File: config.mk
export PLATFORM = sky130hd
export DESIGN_NAME = elevation_record_deframer
export DESIGN_NICKNAME = d
export VERILOG_FILES = /design/src/rtl/core/erd_pkg.sv /design/src/rtl/core/erd_parse.sv /design/src/rtl/core/erd_out_stage.sv /design/src/rtl/core/elevation_record_deframer.sv
export SDC_FILE = /design/constraint.sdc
export NUM_CORES = 1
export LEC_CHECK = 0
export BUFFER_PORTS_ARGS = -buffer_cell sky130_fd_sc_hd__buf_2
export CORE_AREA = 2 2 185 187
export DETAILED_ROUTE_END_ITERATION = 12
export DIE_AREA = 0 0 187 189
export HOLD_SLACK_MARGIN = 0.15
export PLACE_DENSITY = 0.67
export SYNTH_ARGS = -nofsm -noshare
export SYNTH_HDL_FRONTEND = slang
export SYNTH_SLANG_ARGS = --single-unit
File: constraint.sdc
create_clock -name clk_i -period 15.9 [get_ports clk_i]
set_clock_uncertainty 0.15 [all_clocks]
set_input_delay 3.18 -clock clk_i [delete_from_list [all_inputs] [get_ports clk_i]]
set_output_delay 3.18 -clock clk_i [all_outputs]
set_load 0.02 [all_outputs]
File: src/rtl/core/erd_pkg.sv
// erd_pkg: shared types and constants for the elevation record deframer
// no dependencies; used by every module in rtl/core
package erd_pkg;

  localparam int unsigned MAX_POSTS = 4095;
  localparam int unsigned CFG_W     = 12;
  localparam int unsigned IDX_W     = 12;
  localparam int unsigned POS_W     = $clog2(8 + 2 * MAX_POSTS + 4);

  localparam logic [7:0]       SENTINEL    = 8'hAA;
  localparam logic [CFG_W-1:0] POSTS_RESET = CFG_W'(1201);

  localparam logic [POS_W-1:0] POS_BLOCK = POS_W'(2);
  localparam logic [POS_W-1:0] POS_LON   = POS_W'(4);
  localparam logic [POS_W-1:0] POS_LAT   = POS_W'(6);
  localparam logic [POS_W-1:0] POS_POSTS = POS_W'(8);
  localparam logic [POS_W-1:0] POS_TAIL  = POS_W'(3);

  typedef enum logic [1:0] {
    KIND_POST    = 2'd0,
    KIND_SUMMARY = 2'd1,
    KIND_ERROR   = 2'd2
  } kind_e;

  typedef struct packed {
    kind_e              result_kind;
    logic signed [15:0] elevation;
    logic [IDX_W-1:0]   post_index;
    logic [15:0]        block_count;
    logic [15:0]        longitude_index;
    logic [15:0]        latitude_index;
    logic [31:0]        stored_sum;
    logic [31:0]        computed_sum;
    logic               sum_matches;
  } result_t;

endpackage

File: src/rtl/core/erd_parse.sv
// erd_parse: record parser state and the per-word decode logic
// depends on erd_pkg
module erd_parse (
  input  logic                     clk_i,
  input  logic                     rst_ni,
  input  logic                     step_i,
  input  logic [7:0]               byte_i,
  input  logic                     start_i,
  input  logic [erd_pkg::CFG_W-1:0] posts_i,
  output logic                     res_valid_o,
  output erd_pkg::result_t         res_o
);

  logic [erd_pkg::POS_W-1:0] pos_q, pos_d;
  logic                      skip_q, skip_d;
  logic [7:0]                hold_q, hold_d;
  logic [15:0]               block_q, block_d;
  logic [15:0]               lon_q, lon_d;
  logic [15:0]               lat_q, lat_d;
  logic [31:0]               sum_q, sum_d;
  logic [31:0]               trail_q, trail_d;
  logic [erd_pkg::IDX_W-1:0] cnt_q, cnt_d;

  logic [erd_pkg::POS_W-1:0] posts;
  logic [erd_pkg::POS_W-1:0] data_end;
  logic [erd_pkg::POS_W-1:0] last_pos;
  logic [15:0]               word;
  logic [15:0]               mag;

  // saturate the post count and place the trailer
  always_comb begin
    if (32'(posts_i) > 32'(erd_pkg::MAX_POSTS)) begin
      posts = erd_pkg::POS_W'(erd_pkg::MAX_POSTS);
    end else begin
      posts = erd_pkg::POS_W'(posts_i);
    end
    data_end = erd_pkg::POS_POSTS + (posts << 1);
    last_pos = data_end + erd_pkg::POS_TAIL;
  end

  assign word = {hold_q, byte_i};
  assign mag  = {1'b0, word[14:0]};

  always_comb begin
    pos_d       = pos_q;
    skip_d      = skip_q;
    hold_d      = hold_q;
    block_d     = block_q;
    lon_d       = lon_q;
    lat_d       = lat_q;
    sum_d       = sum_q;
    trail_d     = trail_q;
    cnt_d       = cnt_q;
    res_valid_o = 1'b0;
    res_o       = '0;
    if (start_i) begin
      pos_d   = '0;
      hold_d  = '0;
      block_d = '0;
      lon_d   = '0;
      lat_d   = '0;
      sum_d   = '0;
      trail_d = '0;
      cnt_d   = '0;
      if (byte_i != erd_pkg::SENTINEL) begin
        skip_d            = 1'b1;
        res_valid_o       = 1'b1;
        res_o.result_kind = erd_pkg::KIND_ERROR;
      end else begin
        skip_d = 1'b0;
        sum_d  = 32'(byte_i);
        pos_d  = erd_pkg::POS_W'(1);
      end
    end else if (!skip_q) begin
      if (pos_q < data_end) begin
        sum_d = sum_q + 32'(byte_i);
        pos_d = pos_q + erd_pkg::POS_W'(1);
        if (pos_q == erd_pkg::POS_BLOCK || pos_q == erd_pkg::POS_LON ||
            pos_q == erd_pkg::POS_LAT) begin
          hold_d = byte_i;
        end else if (pos_q == erd_pkg::POS_BLOCK + erd_pkg::POS_W'(1)) begin
          block_d = word;
        end else if (pos_q == erd_pkg::POS_LON + erd_pkg::POS_W'(1)) begin
          lon_d = word;
        end else if (pos_q == erd_pkg::POS_LAT + erd_pkg::POS_W'(1)) begin
          lat_d = word;
        end else if (pos_q >= erd_pkg::POS_POSTS) begin
          if (!pos_q[0]) begin
            hold_d = byte_i;
          end else begin
            res_valid_o       = 1'b1;
            res_o.result_kind = erd_pkg::KIND_POST;
            res_o.elevation   = word[15] ? -mag : mag;
            res_o.post_index  = cnt_q;
            cnt_d             = cnt_q + erd_pkg::IDX_W'(1);
          end
        end
      end else begin
        trail_d = {trail_q[23:0], byte_i};
        if (pos_q >= last_pos) begin
          res_valid_o           = 1'b1;
          res_o.result_kind     = erd_pkg::KIND_SUMMARY;
          res_o.block_count     = block_q;
          res_o.longitude_index = lon_q;
          res_o.latitude_index  = lat_q;
          res_o.stored_sum      = trail_d;
          res_o.computed_sum    = sum_q;
          res_o.sum_matches     = (trail_d == sum_q);
          skip_d                = 1'b1;
          pos_d                 = '0;
        end else begin
          pos_d = pos_q + erd_pkg::POS_W'(1);
        end
      end
    end
  end

  always_ff @(posedge clk_i or negedge rst_ni) begin
    if (!rst_ni) begin
      pos_q   <= '0;
      skip_q  <= 1'b1;
      hold_q  <= '0;
      block_q <= '0;
      lon_q   <= '0;
      lat_q   <= '0;
      sum_q   <= '0;
      trail_q <= '0;
      cnt_q   <= '0;
    end else if (step_i) begin
      pos_q   <= pos_d;
      skip_q  <= skip_d;
      hold_q  <= hold_d;
      block_q <= block_d;
      lon_q   <= lon_d;
      lat_q   <= lat_d;
      sum_q   <= sum_d;
      trail_q <= trail_d;
      cnt_q   <= cnt_d;
    end
  end

  // summary closes the record
  assert property (@(posedge clk_i) disable iff (!rst_ni)
    step_i && res_valid_o && res_o.result_kind == erd_pkg::KIND_SUMMARY |=> skip_q)
    else $error("summary did not close the record");

  // sentinel errors only come from a start word
  assert property (@(posedge clk_i) disable iff (!rst_ni)
    res_valid_o && res_o.result_kind == erd_pkg::KIND_ERROR |-> start_i)
    else $error("error result without record start");

  // posts never follow a closed record
  assert property (@(posedge clk_i) disable iff (!rst_ni)
    skip_q && !start_i |-> !res_valid_o)
    else $error("result while skipping");

  // position stays inside the record layout
  assert property (@(posedge clk_i) disable iff (!rst_ni)
    !skip_q |-> pos_q != '0)
    else $error("active record at position zero");

endmodule

File: src/rtl/core/erd_out_stage.sv
// erd_out_stage: result register that holds a word until the sink takes it
// depends on erd_pkg
module erd_out_stage (
  input  logic             clk_i,
  input  logic             rst_ni,
  input  logic             load_i,
  input  erd_pkg::result_t res_i,
  input  logic             ready_i,
  output logic             valid_o,
  output erd_pkg::result_t res_o
);

  logic             valid_q, valid_d;
  erd_pkg::result_t res_q;

  always_comb begin
    if (load_i) begin
      valid_d = 1'b1;
    end else if (ready_i) begin
      valid_d = 1'b0;
    end else begin
      valid_d = valid_q;
    end
  end

  always_ff @(posedge clk_i or negedge rst_ni) begin
    if (!rst_ni) begin
      valid_q <= 1'b0;
    end else begin
      valid_q <= valid_d;
    end
  end

  always_ff @(posedge clk_i) begin
    if (load_i) begin
      res_q <= res_i;
    end
  end

  assign valid_o = valid_q;
  assign res_o   = res_q;

endmodule

File: src/rtl/core/elevation_record_deframer.sv
// elevation_record_deframer: top level with input register, parser and result register
// depends on erd_pkg, erd_parse and erd_out_stage
//
// Takes one record byte per word and returns posts, a record summary or a bad
// sentinel error. Sustained rate is one input word per clock while no result is
// left waiting in the result register. A result becomes valid once its input word has
// passed the input register and the parser's single decode pass has landed in the result register.
// The input side keeps moving while a result waits as long as the result register
// is being emptied.
// posts_per_record is taken on the cfg channel at any time (always ready) and
// should only change while the block is idle.
module elevation_record_deframer (
  input  logic                      clk_i,
  input  logic                      rst_ni,
  input  logic                      cfg_valid_i,
  output logic                      cfg_ready_o,
  input  logic [erd_pkg::CFG_W-1:0] posts_per_record_i,
  input  logic                      in_valid_i,
  output logic                      in_ready_o,
  input  logic [7:0]                data_byte_i,
  input  logic                      record_start_i,
  output logic                      out_valid_o,
  input  logic                      out_ready_i,
  output logic [1:0]                result_kind_o,
  output logic signed [15:0]        elevation_o,
  output logic [erd_pkg::IDX_W-1:0] post_index_o,
  output logic [15:0]               block_count_o,
  output logic [15:0]               longitude_index_o,
  output logic [15:0]               latitude_index_o,
  output logic [31:0]               stored_sum_o,
  output logic [31:0]               computed_sum_o,
  output logic                      sum_matches_o
);

  logic [erd_pkg::CFG_W-1:0] posts_q;
  logic                      in_valid_q, in_valid_d;
  logic [7:0]                byte_q;
  logic                      start_q;
  logic                      step;
  logic                      res_valid;
  erd_pkg::result_t          res;
  erd_pkg::result_t          out_res;

  assign cfg_ready_o = 1'b1;

  always_ff @(posedge clk_i or negedge rst_ni) begin
    if (!rst_ni) begin
      posts_q <= erd_pkg::POSTS_RESET;
    end else if (cfg_valid_i) begin
      posts_q <= posts_per_record_i;
    end
  end

  // input register advances when the result slot can take a word
  assign step       = in_valid_q && (!out_valid_o || out_ready_i);
  assign in_ready_o = !in_valid_q || step;

  always_comb begin
    if (in_valid_i && in_ready_o) begin
      in_valid_d = 1'b1;
    end else if (step) begin
      in_valid_d = 1'b0;
    end else begin
      in_valid_d = in_valid_q;
    end
  end

  always_ff @(posedge clk_i or negedge rst_ni) begin
    if (!rst_ni) begin
      in_valid_q <= 1'b0;
    end else begin
      in_valid_q <= in_valid_d;
    end
  end

  always_ff @(posedge clk_i) begin
    if (in_valid_i && in_ready_o) begin
      byte_q  <= data_byte_i;
      start_q <= record_start_i;
    end
  end

  erd_parse u_parse (
    .clk_i       (clk_i),
    .rst_ni      (rst_ni),
    .step_i      (step),
    .byte_i      (byte_q),
    .start_i     (start_q),
    .posts_i     (posts_q),
    .res_valid_o (res_valid),
    .res_o       (res)
  );

  erd_out_stage u_out (
    .clk_i   (clk_i),
    .rst_ni  (rst_ni),
    .load_i  (step && res_valid),
    .res_i   (res),
    .ready_i (out_ready_i),
    .valid_o (out_valid_o),
    .res_o   (out_res)
  );

  assign result_kind_o     = out_res.result_kind;
  assign elevation_o       = out_res.elevation;
  assign post_index_o      = out_res.post_index;
  assign block_count_o     = out_res.block_count;
  assign longitude_index_o = out_res.longitude_index;
  assign latitude_index_o  = out_res.latitude_index;
  assign stored_sum_o      = out_res.stored_sum;
  assign computed_sum_o    = out_res.computed_sum;
  assign sum_matches_o     = out_res.sum_matches;

  // match flag only rides on a summary
  assert property (@(posedge clk_i) disable iff (!rst_ni)
    out_valid_o && sum_matches_o |-> result_kind_o == erd_pkg::KIND_SUMMARY)
    else $error("match flag outside summary");

  // a waiting result blocks the parser
  assert property (@(posedge clk_i) disable iff (!rst_ni)
    out_valid_o && !out_ready_i |-> !step)
    else $error("parser stepped into a full result slot");

  // held input word is not overwritten
  assert property (@(posedge clk_i) disable iff (!rst_ni)
    in_valid_q && !step |=> in_valid_q && $stable(byte_q) && $stable(start_q))
    else $error("input register lost a word");

endmodule

# After elaboration in Yosys (flattened, before gate mapping)
# Cells that the tools add are included.
dict set report classes {
  n_eq_ne 18
  add_sub_neg 6
  bitwise 5
  reduce_logical 29
  muxes 81
  n_lt_le_gt_ge 3
}
# cell n
set op_table {}
lappend op_table {{$mux W16} 19}
lappend op_table {{$mux W113} 2}
lappend op_table {{$mux W30} 5}
lappend op_table {{$mux W143} 1}
lappend op_table {{$mux W12} 9}
lappend op_table {{$mux W32} 3}
lappend op_table {{$mux W8} 10}
lappend op_table {{$mux W24} 3}
lappend op_table {{$eq A14 B3 Y1 const B} 4}
lappend op_table {{$mux W14} 4}
lappend op_table {{$mux W28} 2}
lappend op_table {{$add A32 B8 Y32} 1}
lappend op_table {{$eq A32 B32 Y1} 1}
lappend op_table {{$eq A14 B2 Y1 const B} 2}
lappend op_table {{$mux W1} 20}
lappend op_table {{$neg A15 Y16} 1}
lappend op_table {{$reduce_bool A2 Y1} 8}
lappend op_table {{$add A14 B1 Y14 const B} 1}
lappend op_table {{$add A14 B2 Y14 const B} 1}
lappend op_table {{$add A4 B13 Y14 const A} 1}
lappend op_table {{$ge A14 B14 Y1} 1}
lappend op_table {{$ge A14 B4 Y1 const B} 1}
lappend op_table {{$lt A14 B14 Y1} 1}
lappend op_table {{$add A12 B1 Y12 const B} 1}
lappend op_table {{other kinds (20)} 40}
dict set report totals {
  wordCells 166
  out_inout_bits 146
  ff_bits 305
}

# Longest topological paths before layout
# Gate-level depths: netlist of run 1.
dict set report depth {
  depth_word 11
  ltp_mapped 16
  depth_no_buf 14
}

# By module
# From an unflattened synthesis of run 1, not the netlist that was laid out.
dict set report hier_totals {
  cells_unflattened 1174
  area_unflattened_um2 14109.8
}
# module cells_each instances seq_area_each_um2 area_each_um2
set by_module_without_submodules {}
lappend by_module_without_submodules {erd_parse 985 1 3479.6 8943.6}
lappend by_module_without_submodules {erd_out_stage 146 1 4319.1 4330.4}
lappend by_module_without_submodules {elevation_record_deframer 43 1 601.8 835.8}

# Worst setup path before layout of run 1
# OpenSTA, ideal clock, no wires.
dict set report synth_timing {
  path_kind {in2reg}
  startpoint {input out_ready_i}
  endpoint {register u_out.res_q (netlist bit u_out.res_o[0]) (enable)}
  path_buffers 0
  path_stages 3
  arrival_time_ns 10.576
  setup_ns 0.730
  path_slack_ns 4.444
  cell_sequence {nand2b_1 > nand2_1 > a31oi_1}
}
dict set report synth_between {
  elab_chain_len 3
}
# element line
set synth_rtl {}
lappend synth_rtl {{start: declaration} elevation_record_deframer.sv:23} ;# input logic out_ready_i,
lappend synth_rtl {{$logic_or A1 B1 Y1} elevation_record_deframer.sv:55} ;# assign step = in_valid_q && (!out_valid_o || out_ready_i);
lappend synth_rtl {{$logic_and A1 B1 Y1} elevation_record_deframer.sv:55}
lappend synth_rtl {{$logic_and A1 B1 Y1} elevation_record_deframer.sv:97} ;# .load_i (step && res_valid),
lappend synth_rtl {{named net u_out.load_i} erd_out_stage.sv:6} ;# input logic load_i,
lappend synth_rtl {{end signal: assignment} erd_out_stage.sv:36} ;# res_q <= res_i;
lappend synth_rtl {{end: declaration} erd_out_stage.sv:14} ;# erd_pkg::result_t res_q;
# The timed path passes the listed nets, and every way through them passes these cells.
# A chain may end at the register's enable or synchronous reset.

# Final worst setup path of run 1
dict set report layout_timing {
  startpoint {input out_ready_i}
  endpoint {output in_ready_o}
}
dict set report layout_between {
  elab_chain_len 3
}
# element line
set layout_rtl {}
lappend layout_rtl {{$logic_or A1 B1 Y1} elevation_record_deframer.sv:55}
lappend layout_rtl {{$logic_and A1 B1 Y1} elevation_record_deframer.sv:55}
lappend layout_rtl {{$logic_or A1 B1 Y1} elevation_record_deframer.sv:56} ;# assign in_ready_o = !in_valid_q || step;
lappend layout_rtl {{end: declaration} elevation_record_deframer.sv:19} ;# output logic in_ready_o,
# No other way between the ends.

==> results.cfg, run 1 <==
[status]
status = complete, no violations

[worst_setup_path]
critical_path_buf_inv_count = 2
crit_path_end_kind = output pin
crit_end = in_ready_o
r2r-start = posts_q[2]$_DFFE_PN0P_
r2r_slack_ns = 8.93
cp.arrival_ns = 3.74
path_depth = 4
path_cells = buf_2, nor2b_1, nand2_1, buf_2
path_class = in2out
crit_slowest_cell = buf_2
crit_start = out_ready_i
required_ns = 12.57
cp_max_fo = 3
cp_slowest_stage_delay_ns = 0.18
crit_path_start_kind = input port
worst_path_most_repeated_cell = buf_2
rr_endpoint = u_out.res_o[25]$_SDFFCE_PP0P_
cpLargestDelayFamily = buffers and inverters
ff2ff_path_depth = 17

[synth]
yosys-top-cells-area = edfxtp_1 (31%), dfrtp_1 (25%), and3_1 (5.8%), a22o_1 (3.8%), ha_1 (3.8%)
syn_nets = 1320
synthFlopType = edfxtp_1
synth_top_area_share_pct = 31.5
ys_warn_count = 0
ys_seq_area_share_pct = 57.9
syn_inst = 1249
ys_ff_latch = 305
synth_area_per_cell_um2 = 11.6
syn_area_mm2 = 0.0145
yosysTopAreaCell = edfxtp_1
synth_edf_count = 152
yosysUniqueCellTypes = 76
async_reset_ff_share_pct = 50.2

[clock_network]
cts_buffers = 35
clk_pin_slew_ns = 0.06
postCtsHoldBufs = 0
clock_path_buffers = 3
cts_tree = built
postCtsSetupBuffers = 0
clkSinkCount = 305
htreeDepth = 2
cts_resized = 0
clock_latency_ns = 0.51
cts-root-buf = clkbuf_16

[routing]
wl_um = 36800
drtAntennaViolNets = 0
dr.first_iter.drc_count = 902
routedWlPerCell_um = 19.8
routed-via-count = 10600
firstDrtPassIters = 5
viasPerCell = 5.71
route.detailed.drc = 0

[power]
powerDensity_mw_per_mm2 = 132
swShare_pct = 30.7
ir_drop_uv = 80.7
clkPwrFrac_pct = 35.2
seqPwrFrac_pct = 46.2
power_leakage_nw = 7.46
combPwrFrac_pct = 18.6
switching_power_w = 0.000680
power_w = 0.00222
p_int_w = 0.00154

[timing]
hold_violations = 0
fmax_mhz = 141
rsz0062_at_grt = false
min_period_ns = 7.07
tightestPinTransition_ns = 1.14
slew_violations = 0
finalCritPeriodShare_pct = 44.5
setup_viol = 0
slew_headroom_pct = 23.6
fin_setup_tns_ns = 0

[global_routing]
grt_pass1_vias = 9936
grt_overflow = 0
grtUsageTotal_pct = 20.6
grt_pass1_wl_um = 57800
grt_start_max_net_pins = 114
antenna_found_initial = 0

[worst_hold_path]
min_from = u_parse.block_q[8]$_DFFE_PN0P_
hold_depth = 1
min_path_type = reg2reg

[floorplanning]
die_area_mm2 = 0.0353
die_h_um = 189
core_mm2 = 0.0333
rows = 67
initial_core_util_pct = 43.6
ios = 172
die_x_um = 187

[placed_design]
port_buffers = 170
gp_congestion = 0.905
placedCellCount = 1794
dp_hpwl_um = 24600

[layout]
fin_nets = 1454
final-seq-area_mm2 = 0.00840
final_cells = 1858
multi_input_area_mm2 = 0.00568
syn2layout_area_growth_pct = 15.9
postLayoutCoreUtil_pct = 50.5
drive_gt1_share_pct = 19.7
nFillCells = 2964

[flow_run]
drv_cap = 0
synth_stat cells (all sizes together) (23+ instances only):
library cell	count
xor2	41
nand2	93
a22o	66
a21oi	46
and3	135
or4	23
o21ai	57
clkbuf	57
nand3	35
buf	30
dfrtp	147
o31ai	25
ha	44
nor2	61
edfxtp	152
final cells by class:
type	instances	area share, %
antenna	1	0.0149
clock buffer	47	5.60
clock inverter	16	1.08
inverter	20	0.447
multi-input combinational	836	33.8
sequential	305	50.0
tap	448	3.33
timing repair buffer	185	5.77
metal layers:
| metal | GRT usage, % | up-vias | wire length (um) |
|---|---|---|---|
| met5 | 0 | - | 0 |
| met4 | 4.58 | 0 | 597 |
| met3 | 3.21 | 45 | 2740 |
| met2 | 31.2 | 392 | 16700 |
| met1 | 31.2 | 5200 | 16700 |
| li1 | - | 4970 | - |
kinds of logic (layout without fill, tap and decap cells):
group	Yosys count	count (layout)	share of synthesized area, %
AND/OR/NAND/NOR	449	449	17.1
flip-flops	305	305	57.9
AO/OA/AOI/OAI	267	267	13.1
buffers and inverters	108	268	3.24
XOR/XNOR	58	58	3.50
adder cells (fa/ha/maj)	45	45	3.94
multiplexers	16	16	1.18
other	1	2	0.0259
power by group through the flow:
| stage | registers, W | logic (W) | clock network, W |
|---|---|---|---|
| floorplan | 0.00102 | 0.000299 | 0 |
| global placement | 0.00103 | 0.000402 | 0 |
| detailed placement | 0.00104 | 0.000411 | 0 |
| CTS | 0.00102 | 0.000413 | 0.000794 |
| global route | 0.00104 | 0.000462 | 0.000824 |
| finish | 0.00102 | 0.000413 | 0.000781 |
how the worst min path moves through the flow:
stage	endpoint	slack (ns)
after floorplan	u_parse.block_q[10]$_DFFE_PN0P_	0.31
after global placement	u_parse.block_q[8]$_DFFE_PN0P_	0.33
after detailed placement	u_parse.block_q[8]$_DFFE_PN0P_	0.33
after CTS	u_parse.lon_q[4]$_DFFE_PN0P_	0.35
after global routing	u_parse.block_q[4]$_DFFE_PN0P_	0.36
final	u_parse.block_q[8]$_DFFE_PN0P_	0.34
worst reg2reg max path, cell delays in order, from the launching register on:
cell and delay, ns:
dfrtp_1 0.45, ha_1 0.35, nand3b_1 0.11, o22a_1 0.18, o21ai_0 0.29, nand3b_1 0.19, or3_1 0.37, o31a_1 0.28
ha_1 0.31, and4_1 0.22, nand2_1 0.06, a211oi_1 0.44, a2bb2oi_4 0.16, buf_4 0.73, nand2_1 0.44, a31oi_4 0.21
buf_4 0.63, buf_4 0.94
placed cells by master (no fill, tap or decap), types with 20 or more instances in the layout:
master	count
buf_2	169
edfxtp_1	152
dfrtp_1	147
and3_1	134
nand2_1	93
a22o_1	63
nor2_1	58
o21ai_0	45
a21oi_1	45
ha_1	44
xor2_1	41
nand3_1	35
clkbuf_16	35
o31ai_1	24
nand4_1	22
or4_1	22
inv_1	20
registers in the layout (all words and copies together), names as in the netlist:
signal           cells
byte_q               8
in_valid_q           1
posts_q             12
start_q              1
u_out.res_o        143
u_out.valid_o        1
u_parse.block_q     16
u_parse.cnt_q       12
u_parse.hold_q       8
u_parse.lat_q       16
u_parse.lon_q       16
u_parse.pos_q       14
u_parse.skip_q       1
u_parse.sum_q       32
u_parse.trail_q     24
per-stage QoR:
step / cell area (um2) / hold slack (ns) / worst slack [ns]
6_report: 16800 / 0.345 / 8.83
5_1_grt: 16800 / 0.356 / 8.34
4_1_cts: 16800 / 0.345 / 8.83
3_5_place_dp: 15700 / 0.329 / 8.83
3_3_place_gp: 15700 / 0.327 / 8.90
2_1_floorplan: 14500 / 0.308 / 4.44
Note: power is estimated with default switching activity, not from simulation.
==> run 2: changes to the inputs <==
--- a/config.mk
+++ b/config.mk
@@ -5,12 +5,13 @@
 export SDC_FILE = /design/constraint.sdc
 export NUM_CORES = 1
 export LEC_CHECK = 0
+export ABC_AREA = 1
 export BUFFER_PORTS_ARGS = -buffer_cell sky130_fd_sc_hd__buf_2
-export CORE_AREA = 2 2 185 187
+export CORE_AREA = 2 2 191 193
 export DETAILED_ROUTE_END_ITERATION = 12
-export DIE_AREA = 0 0 187 189
+export DIE_AREA = 0 0 193 195
 export HOLD_SLACK_MARGIN = 0.15
-export PLACE_DENSITY = 0.67
+export PLACE_DENSITY = 0.66
 export SYNTH_ARGS = -nofsm -noshare
 export SYNTH_HDL_FRONTEND = slang
 export SYNTH_SLANG_ARGS = --single-unit
==> constraint.sdc (replaced) <==
create_clock -name clk_i -period 6.7 [get_ports clk_i]
set_clock_uncertainty 0.15 [all_clocks]
set_input_delay 1.34 -clock clk_i [delete_from_list [all_inputs] [get_ports clk_i]]
set_output_delay 1.34 -clock clk_i [all_outputs]
set_load 0.02 [all_outputs]
==> results.cfg, run 2 <==
[synth]
synth_edf_count = 152
yosys-top-cells-area = edfxtp_1 (30%), dfrtp_1 (24%), nand2_1 (12%), nor2_1 (6.1%), inv_1 (5.4%)
syn_nets = 1859
syn_area_mm2 = 0.0155
synthFlopType = edfxtp_1
synth_common_cells = nand2_1 (474), nor2_1 (251), inv_1 (224)
yosysTopAreaCell = edfxtp_1
ys_seq_area_share_pct = 54.4
syn_inst = 1788
ys_warn_count = 0
async_reset_ff_share_pct = 50.2
synth.most_common_cell = nand2_1
synth_top_area_share_pct = 29.5
ys_ff_latch = 305
synth_area_per_cell_um2 = 8.64
yosysUniqueCellTypes = 45

[routing]
routedWlPerCell_um = 16.5
routed-via-count = 12500
route.detailed.drc = 0
drtAntennaViolNets = 0
viasPerCell = 5.15
wl_um = 40100
dr.first_iter.drc_count = 1150
firstDrtPassIters = 5

[floorplanning]
die_area_mm2 = 0.0376
die_h_um = 195
ios = 172
rows = 69
initial_core_util_pct = 43.7
die_x_um = 193
core_mm2 = 0.0354

[timing]
slew_violations = 0
layout_setup_ws_ns = 1.81
setup_viol = 0
slew_headroom_pct = 24.3
rsz0062_at_grt = false
fin_setup_tns_ns = 0
hold_slack_ns = 0.323
min_period_ns = 4.89
tightestPinTransition_ns = 1.14
fmax_mhz = 205
hold_violations = 0
finalCritPeriodShare_pct = 73.0

[power]
powerDensity_mw_per_mm2 = 313
power_w = 0.00556
ir_drop_uv = 158
power_leakage_nw = 8.05

[clock_network]
clock_path_buffers = 3
cts-root-buf = clkbuf_16
cts_resized = 0
htreeDepth = 2
postCtsHoldBufs = 0
clock_latency_ns = 0.54
clkSinkCount = 305
clk_pin_slew_ns = 0.06
cts_tree = built
cts_buffers = 35
postCtsSetupBuffers = 0

[layout]
final_cell_mix = nand2_1 (474), nor2_1 (251), inv_1 (223), buf_2 (169), edfxtp_1 (152)
postLayoutCoreUtil_pct = 50.1
fin_nets = 2013
num_antenna_cells = 0
drive_gt1_share_pct = 13.6
mostFrequentLayoutCell = nand2_1
syn2layout_area_growth_pct = 14.9
largest_reg_flops = 143

[worst_setup_path]
critical_path_buf_inv_count = 3
worst_path_most_repeated_cell = nand2_1
required_ns = 6.74
cp_slowest_stage_delay_ns = 0.62
path_cells = inv_1, ha_1, nand3b_1, nor2_1, nand2_1, nor2_1, nand3_1, nand2_1, nand2_1, ha_1, nand4_1, a21oi_1, nor2_1, nand2_1, nand3_4, nand2_1, nand2_1, inv_6, buf_4
cp.arrival_ns = 4.93
crit_path_end_kind = flip-flop
path_class = reg2reg
cp_max_fo = 115
crit_slowest_cell = inv_6
cpLargestDelayFamily = simple AND/OR/NAND/NOR gates
crit_path_start_kind = flip-flop

[placed_design]
post-place-ws_ns = 1.81
dp_hpwl_um = 28500
port_buffers = 170
gp_congestion = 0.927

[global_routing]
grt_overflow = 0
grtUsageTotal_pct = 21.4
grt_start_max_net_pins = 116
grt_pass1_wl_um = 63900
grt_pass1_vias = 11800
antenna_found_initial = 1

[status]
status = complete, no violations

[worst_hold_path]
min_path_type = reg2reg

[flow_run]
drv_cap = 0
==> run 2: cell types whose count changed in the layout (fill, tap and decap cells not counted), moves of 11 or more <==
| cell | before | now |
|---|---|---|
| a22oi_1 | 17 | 0 |
| nand4_1 | 22 | 95 |
| o31ai_1 | 24 | 1 |
| inv_1 | 20 | 223 |
| a22o_1 | 63 | 0 |
| a21oi_1 | 45 | 16 |
| xnor2_1 | 17 | 6 |
| nor2_1 | 58 | 251 |
| or4_1 | 22 | 0 |
| and3_1 | 134 | 0 |
| nand2_1 | 93 | 474 |
| o21ai_0 | 45 | 63 |
| nand3_1 | 35 | 116 |
==> run 2: tightest hold or removal path, stage by stage (launching register included) <==
cell and delay (ns):
dfrtp_1 0.34, nand2_1 0.06, nand2_1 0.05
==> run 2: path summary, 6_finish.rpt <==
kind,cells past startpoint,slack [ns],from,endpoint
min in group asynchronous,1,0.70,rst_ni,posts_q[8]$_DFFE_PN0P_
max in group asynchronous,2,4.26,rst_ni,u_parse.sum_q[23]$_DFFE_PN0P_
setup / recovery,19,1.81,posts_q[2]$_DFFE_PN0P_,u_out.res_o[27]$_SDFFCE_PP0P_
hold / removal,2,0.32,u_parse.lon_q[11]$_DFFE_PN0P_,u_parse.lon_q[11]$_DFFE_PN0P_
setup reg to reg,19,1.81,posts_q[2]$_DFFE_PN0P_,u_out.res_o[27]$_SDFFCE_PP0P_
hold reg to reg,2,0.32,u_parse.lon_q[11]$_DFFE_PN0P_,u_parse.lon_q[11]$_DFFE_PN0P_
==> run 2: through the flow <==
| stage | instance area (um2) | std cells |
|---|---|---|
| global placement | 16600 | 2366 |
| floorplan | 15500 | 1788 |
| finish | 17800 | 2428 |
| detailed placement | 16600 | 2366 |
| CTS | 17800 | 2428 |
| global route | 17800 | 2428 |
==> run 2: kinds of logic (layout without fill, tap and decap cells) <==
logic type	Yosys count	count (layout)	synth area share, %
flops	305	305	54.4
mux	2	2	0.146
fa+ha+maj	45	45	3.69
other cells	1	1	0.0243
simple gates	988	988	27.4
buf+inv	290	469	7.84
xor+xnor	47	47	2.66
compound gates	110	110	3.86
==> run 2: layout make-up <==
cell class / instances / area (um2)
multi-input combinational: 1193 / 5850
fill: 3346 / 17600
timing repair buffer: 176 / 902
clock buffer: 47 / 961
clock inverter: 15 / 188
sequential: 305 / 8400
tap: 461 / 577
inverter: 231 / 872
==> run 2: power breakdown <==
| group | leakage (nW) | total [W] | internal, W | switching (W) |
|---|---|---|---|---|
| registers | 3.51 | 0.00246 | 0.00225 | 0.000204 |
| clock network | 0.562 | 0.00191 | 0.00113 | 0.000777 |
| logic | 3.97 | 0.00119 | 0.000349 | 0.000839 |
==> run 2: per-layer routing <==
layer / track usage, % / part of all wire (%)
met5: 0 / 0
met4: 6.54 / 2.6
met3: 3.86 / 7.0
met2: 30.5 / 42
met1: 32.9 / 48
==> run 3: changes to the inputs <==
--- a/config.mk
+++ b/config.mk
@@ -5,13 +5,13 @@
 export SDC_FILE = /design/constraint.sdc
 export NUM_CORES = 1
 export LEC_CHECK = 0
-export ABC_AREA = 1
+export ABC_AREA = 0
 export BUFFER_PORTS_ARGS = -buffer_cell sky130_fd_sc_hd__buf_2
-export CORE_AREA = 2 2 191 193
+export CORE_AREA = 2 2 185 187
 export DETAILED_ROUTE_END_ITERATION = 12
-export DIE_AREA = 0 0 193 195
+export DIE_AREA = 0 0 187 189
 export HOLD_SLACK_MARGIN = 0.15
-export PLACE_DENSITY = 0.66
+export PLACE_DENSITY = 0.69
 export SYNTH_ARGS = -nofsm -noshare
 export SYNTH_HDL_FRONTEND = slang
 export SYNTH_SLANG_ARGS = --single-unit
==> constraint.sdc (replaced) <==
create_clock -name clk_i -period 4.4 [get_ports clk_i]
set_clock_uncertainty 0.15 [all_clocks]
set_input_delay 0.88 -clock clk_i [delete_from_list [all_inputs] [get_ports clk_i]]
set_output_delay 0.88 -clock clk_i [all_outputs]
set_load 0.02 [all_outputs]
==> results.cfg, run 3 (same netlist as run 1, synthesis figures left out) <==
[clock_network]
clock_path_buffers = 3
clock_latency_ns = 0.52
postCtsHoldBufs = 0
htreeDepth = 2
cts_tree = built
cts-root-buf = clkbuf_16
cts_buffers = 35
clkSinkCount = 305
clk_pin_slew_ns = 0.06

[timing]
fin_setup_tns_ns = 0
slew_headroom_pct = 32.5
layout_setup_ws_ns = 0.146
finalCritPeriodShare_pct = 96.7
setup_viol = 0
slew_violations = 0
min_period_ns = 4.25
fmax_mhz = 235
tightestPinTransition_ns = 1.01
hold_violations = 0

[worst_setup_path]
crit_start = posts_q[4]$_DFFE_PN1P_
critical_path_buf_inv_count = 2
r2r_slack_ns = 0.15
crit_path_end_kind = flip-flop
cp_max_fo = 87
cp.arrival_ns = 4.47
crit_slowest_cell = dfstp_2
required_ns = 4.62
cp_slowest_stage_delay_ns = 0.60
path_cells = and3_4, nand3_2, xor2_2, nand3b_1, or3_1, o31a_1, ha_1, and4_1, nand2_1, a211oi_4, a2bb2oi_4, buf_4, buf_16, and3_1
cpLargestDelayFamily = simple AND/OR/NAND/NOR gates
r2r-start = posts_q[4]$_DFFE_PN1P_
crit_path_start_kind = flip-flop
path_class = reg2reg

[layout]
syn2layout_area_growth_pct = 17.8
mostFrequentLayoutCell = buf_2
postLayoutCoreUtil_pct = 51.3
final-seq-area_mm2 = 0.00840
largest_reg_flops = 143
drive_gt1_share_pct = 21.2
final_cell_mix = buf_2 (169), edfxtp_1 (152), dfrtp_1 (146), and3_1 (133), nand2_1 (92)
num_antenna_cells = 0
multi_input_area_mm2 = 0.00574
fin_nets = 1474
final_cells = 1877
nFillCells = 2915

[global_routing]
grt_pass1_wl_um = 57900
grtUsageTotal_pct = 20.6
grt_pass1_vias = 10200
antenna_found_initial = 0
grt_start_max_net_pins = 88
grt_overflow = 0

[placed_design]
port_buffers = 170
gp_congestion = 0.864
post-place-ws_ns = 0.0208
placedCellCount = 1813
dp_hpwl_um = 25000

[floorplanning]
ios = 172
core_mm2 = 0.0333
rows = 67
die_x_um = 187
die_area_mm2 = 0.0353
initial_core_util_pct = 43.6
die_h_um = 189

[routing]
routed-via-count = 10700
route.detailed.drc = 0
wl_um = 36500
firstDrtPassIters = 5
drtAntennaViolNets = 0
viasPerCell = 5.71
dr.first_iter.drc_count = 932
routedWlPerCell_um = 19.4

[power]
powerDensity_mw_per_mm2 = 467
ir_drop_uv = 259
power_w = 0.00798
power_leakage_nw = 7.58

[status]
status = complete, no violations

[worst_hold_path]
min_path_type = in2async

[flow_run]
drv_cap = 0
run 3: worst paths after layout:
check / endpoint / depth (start not counted)
setup reg to reg: u_out.res_o[17]$_SDFFCE_PP0P_ / 14
min in group clk_i: u_parse.lon_q[6]$_DFFE_PN0P_ / 1
hold / removal: u_parse.cnt_q[8]$_DFFE_PN0P_ / 1
max in group asynchronous: u_parse.lat_q[4]$_DFFE_PN0P_ / 2
hold reg to reg: u_parse.lon_q[6]$_DFFE_PN0P_ / 1
setup / recovery: u_out.res_o[17]$_SDFFCE_PP0P_ / 14
run 3: layout make-up:
class                           count  share of cell area [%]
Inverter                           20                   0.440
Clock buffer                       46                    5.68
Clock inverter                     17                   0.659
Timing Repair Buffer              205                    7.17
Multi-Input combinational cell    836                    33.6
Tap cell                          448                    3.28
Sequential cell                   305                    49.2
run 3: per-layer routing:
| metal | global-route usage (%) | vias up | wire, um |
|---|---|---|---|
| li1 | - | 5012 | - |
| met1 | 30.5 | 5231 | 16900 |
| met2 | 30.9 | 415 | 16200 |
| met3 | 3.71 | 52 | 2690 |
| met4 | 6.04 | 0 | 760 |
| met5 | 0 | - | 0 |
run 3: timing repair:
| item | 4_1_cts | 5_1_grt |
|---|---|---|
| buffers inserted | 0 | 1 |
| cloned | 0 | 0 |
| endpoints found under the setup margin | 6 | 237 |
| resized for setup | 1 | 5 |
| pin swaps | 0 | 2 |
run 3: through the flow:
step | hold slack (ns) | instance area (um2)
after detailed placement | 0.324 | 16000
after CTS | 0.306 | 17000
after floorplan | 0.308 | 14600
after global placement | 0.328 | 16000
after global routing | 0.304 | 17100
final | 0.252 | 17100
run 3: power by group:
group	total [W]	internal [W]	switching, W
clock	0.00274	0.00161	0.00113
sequential	0.00371	0.00333	0.000380
combinational	0.00153	0.000576	0.000957
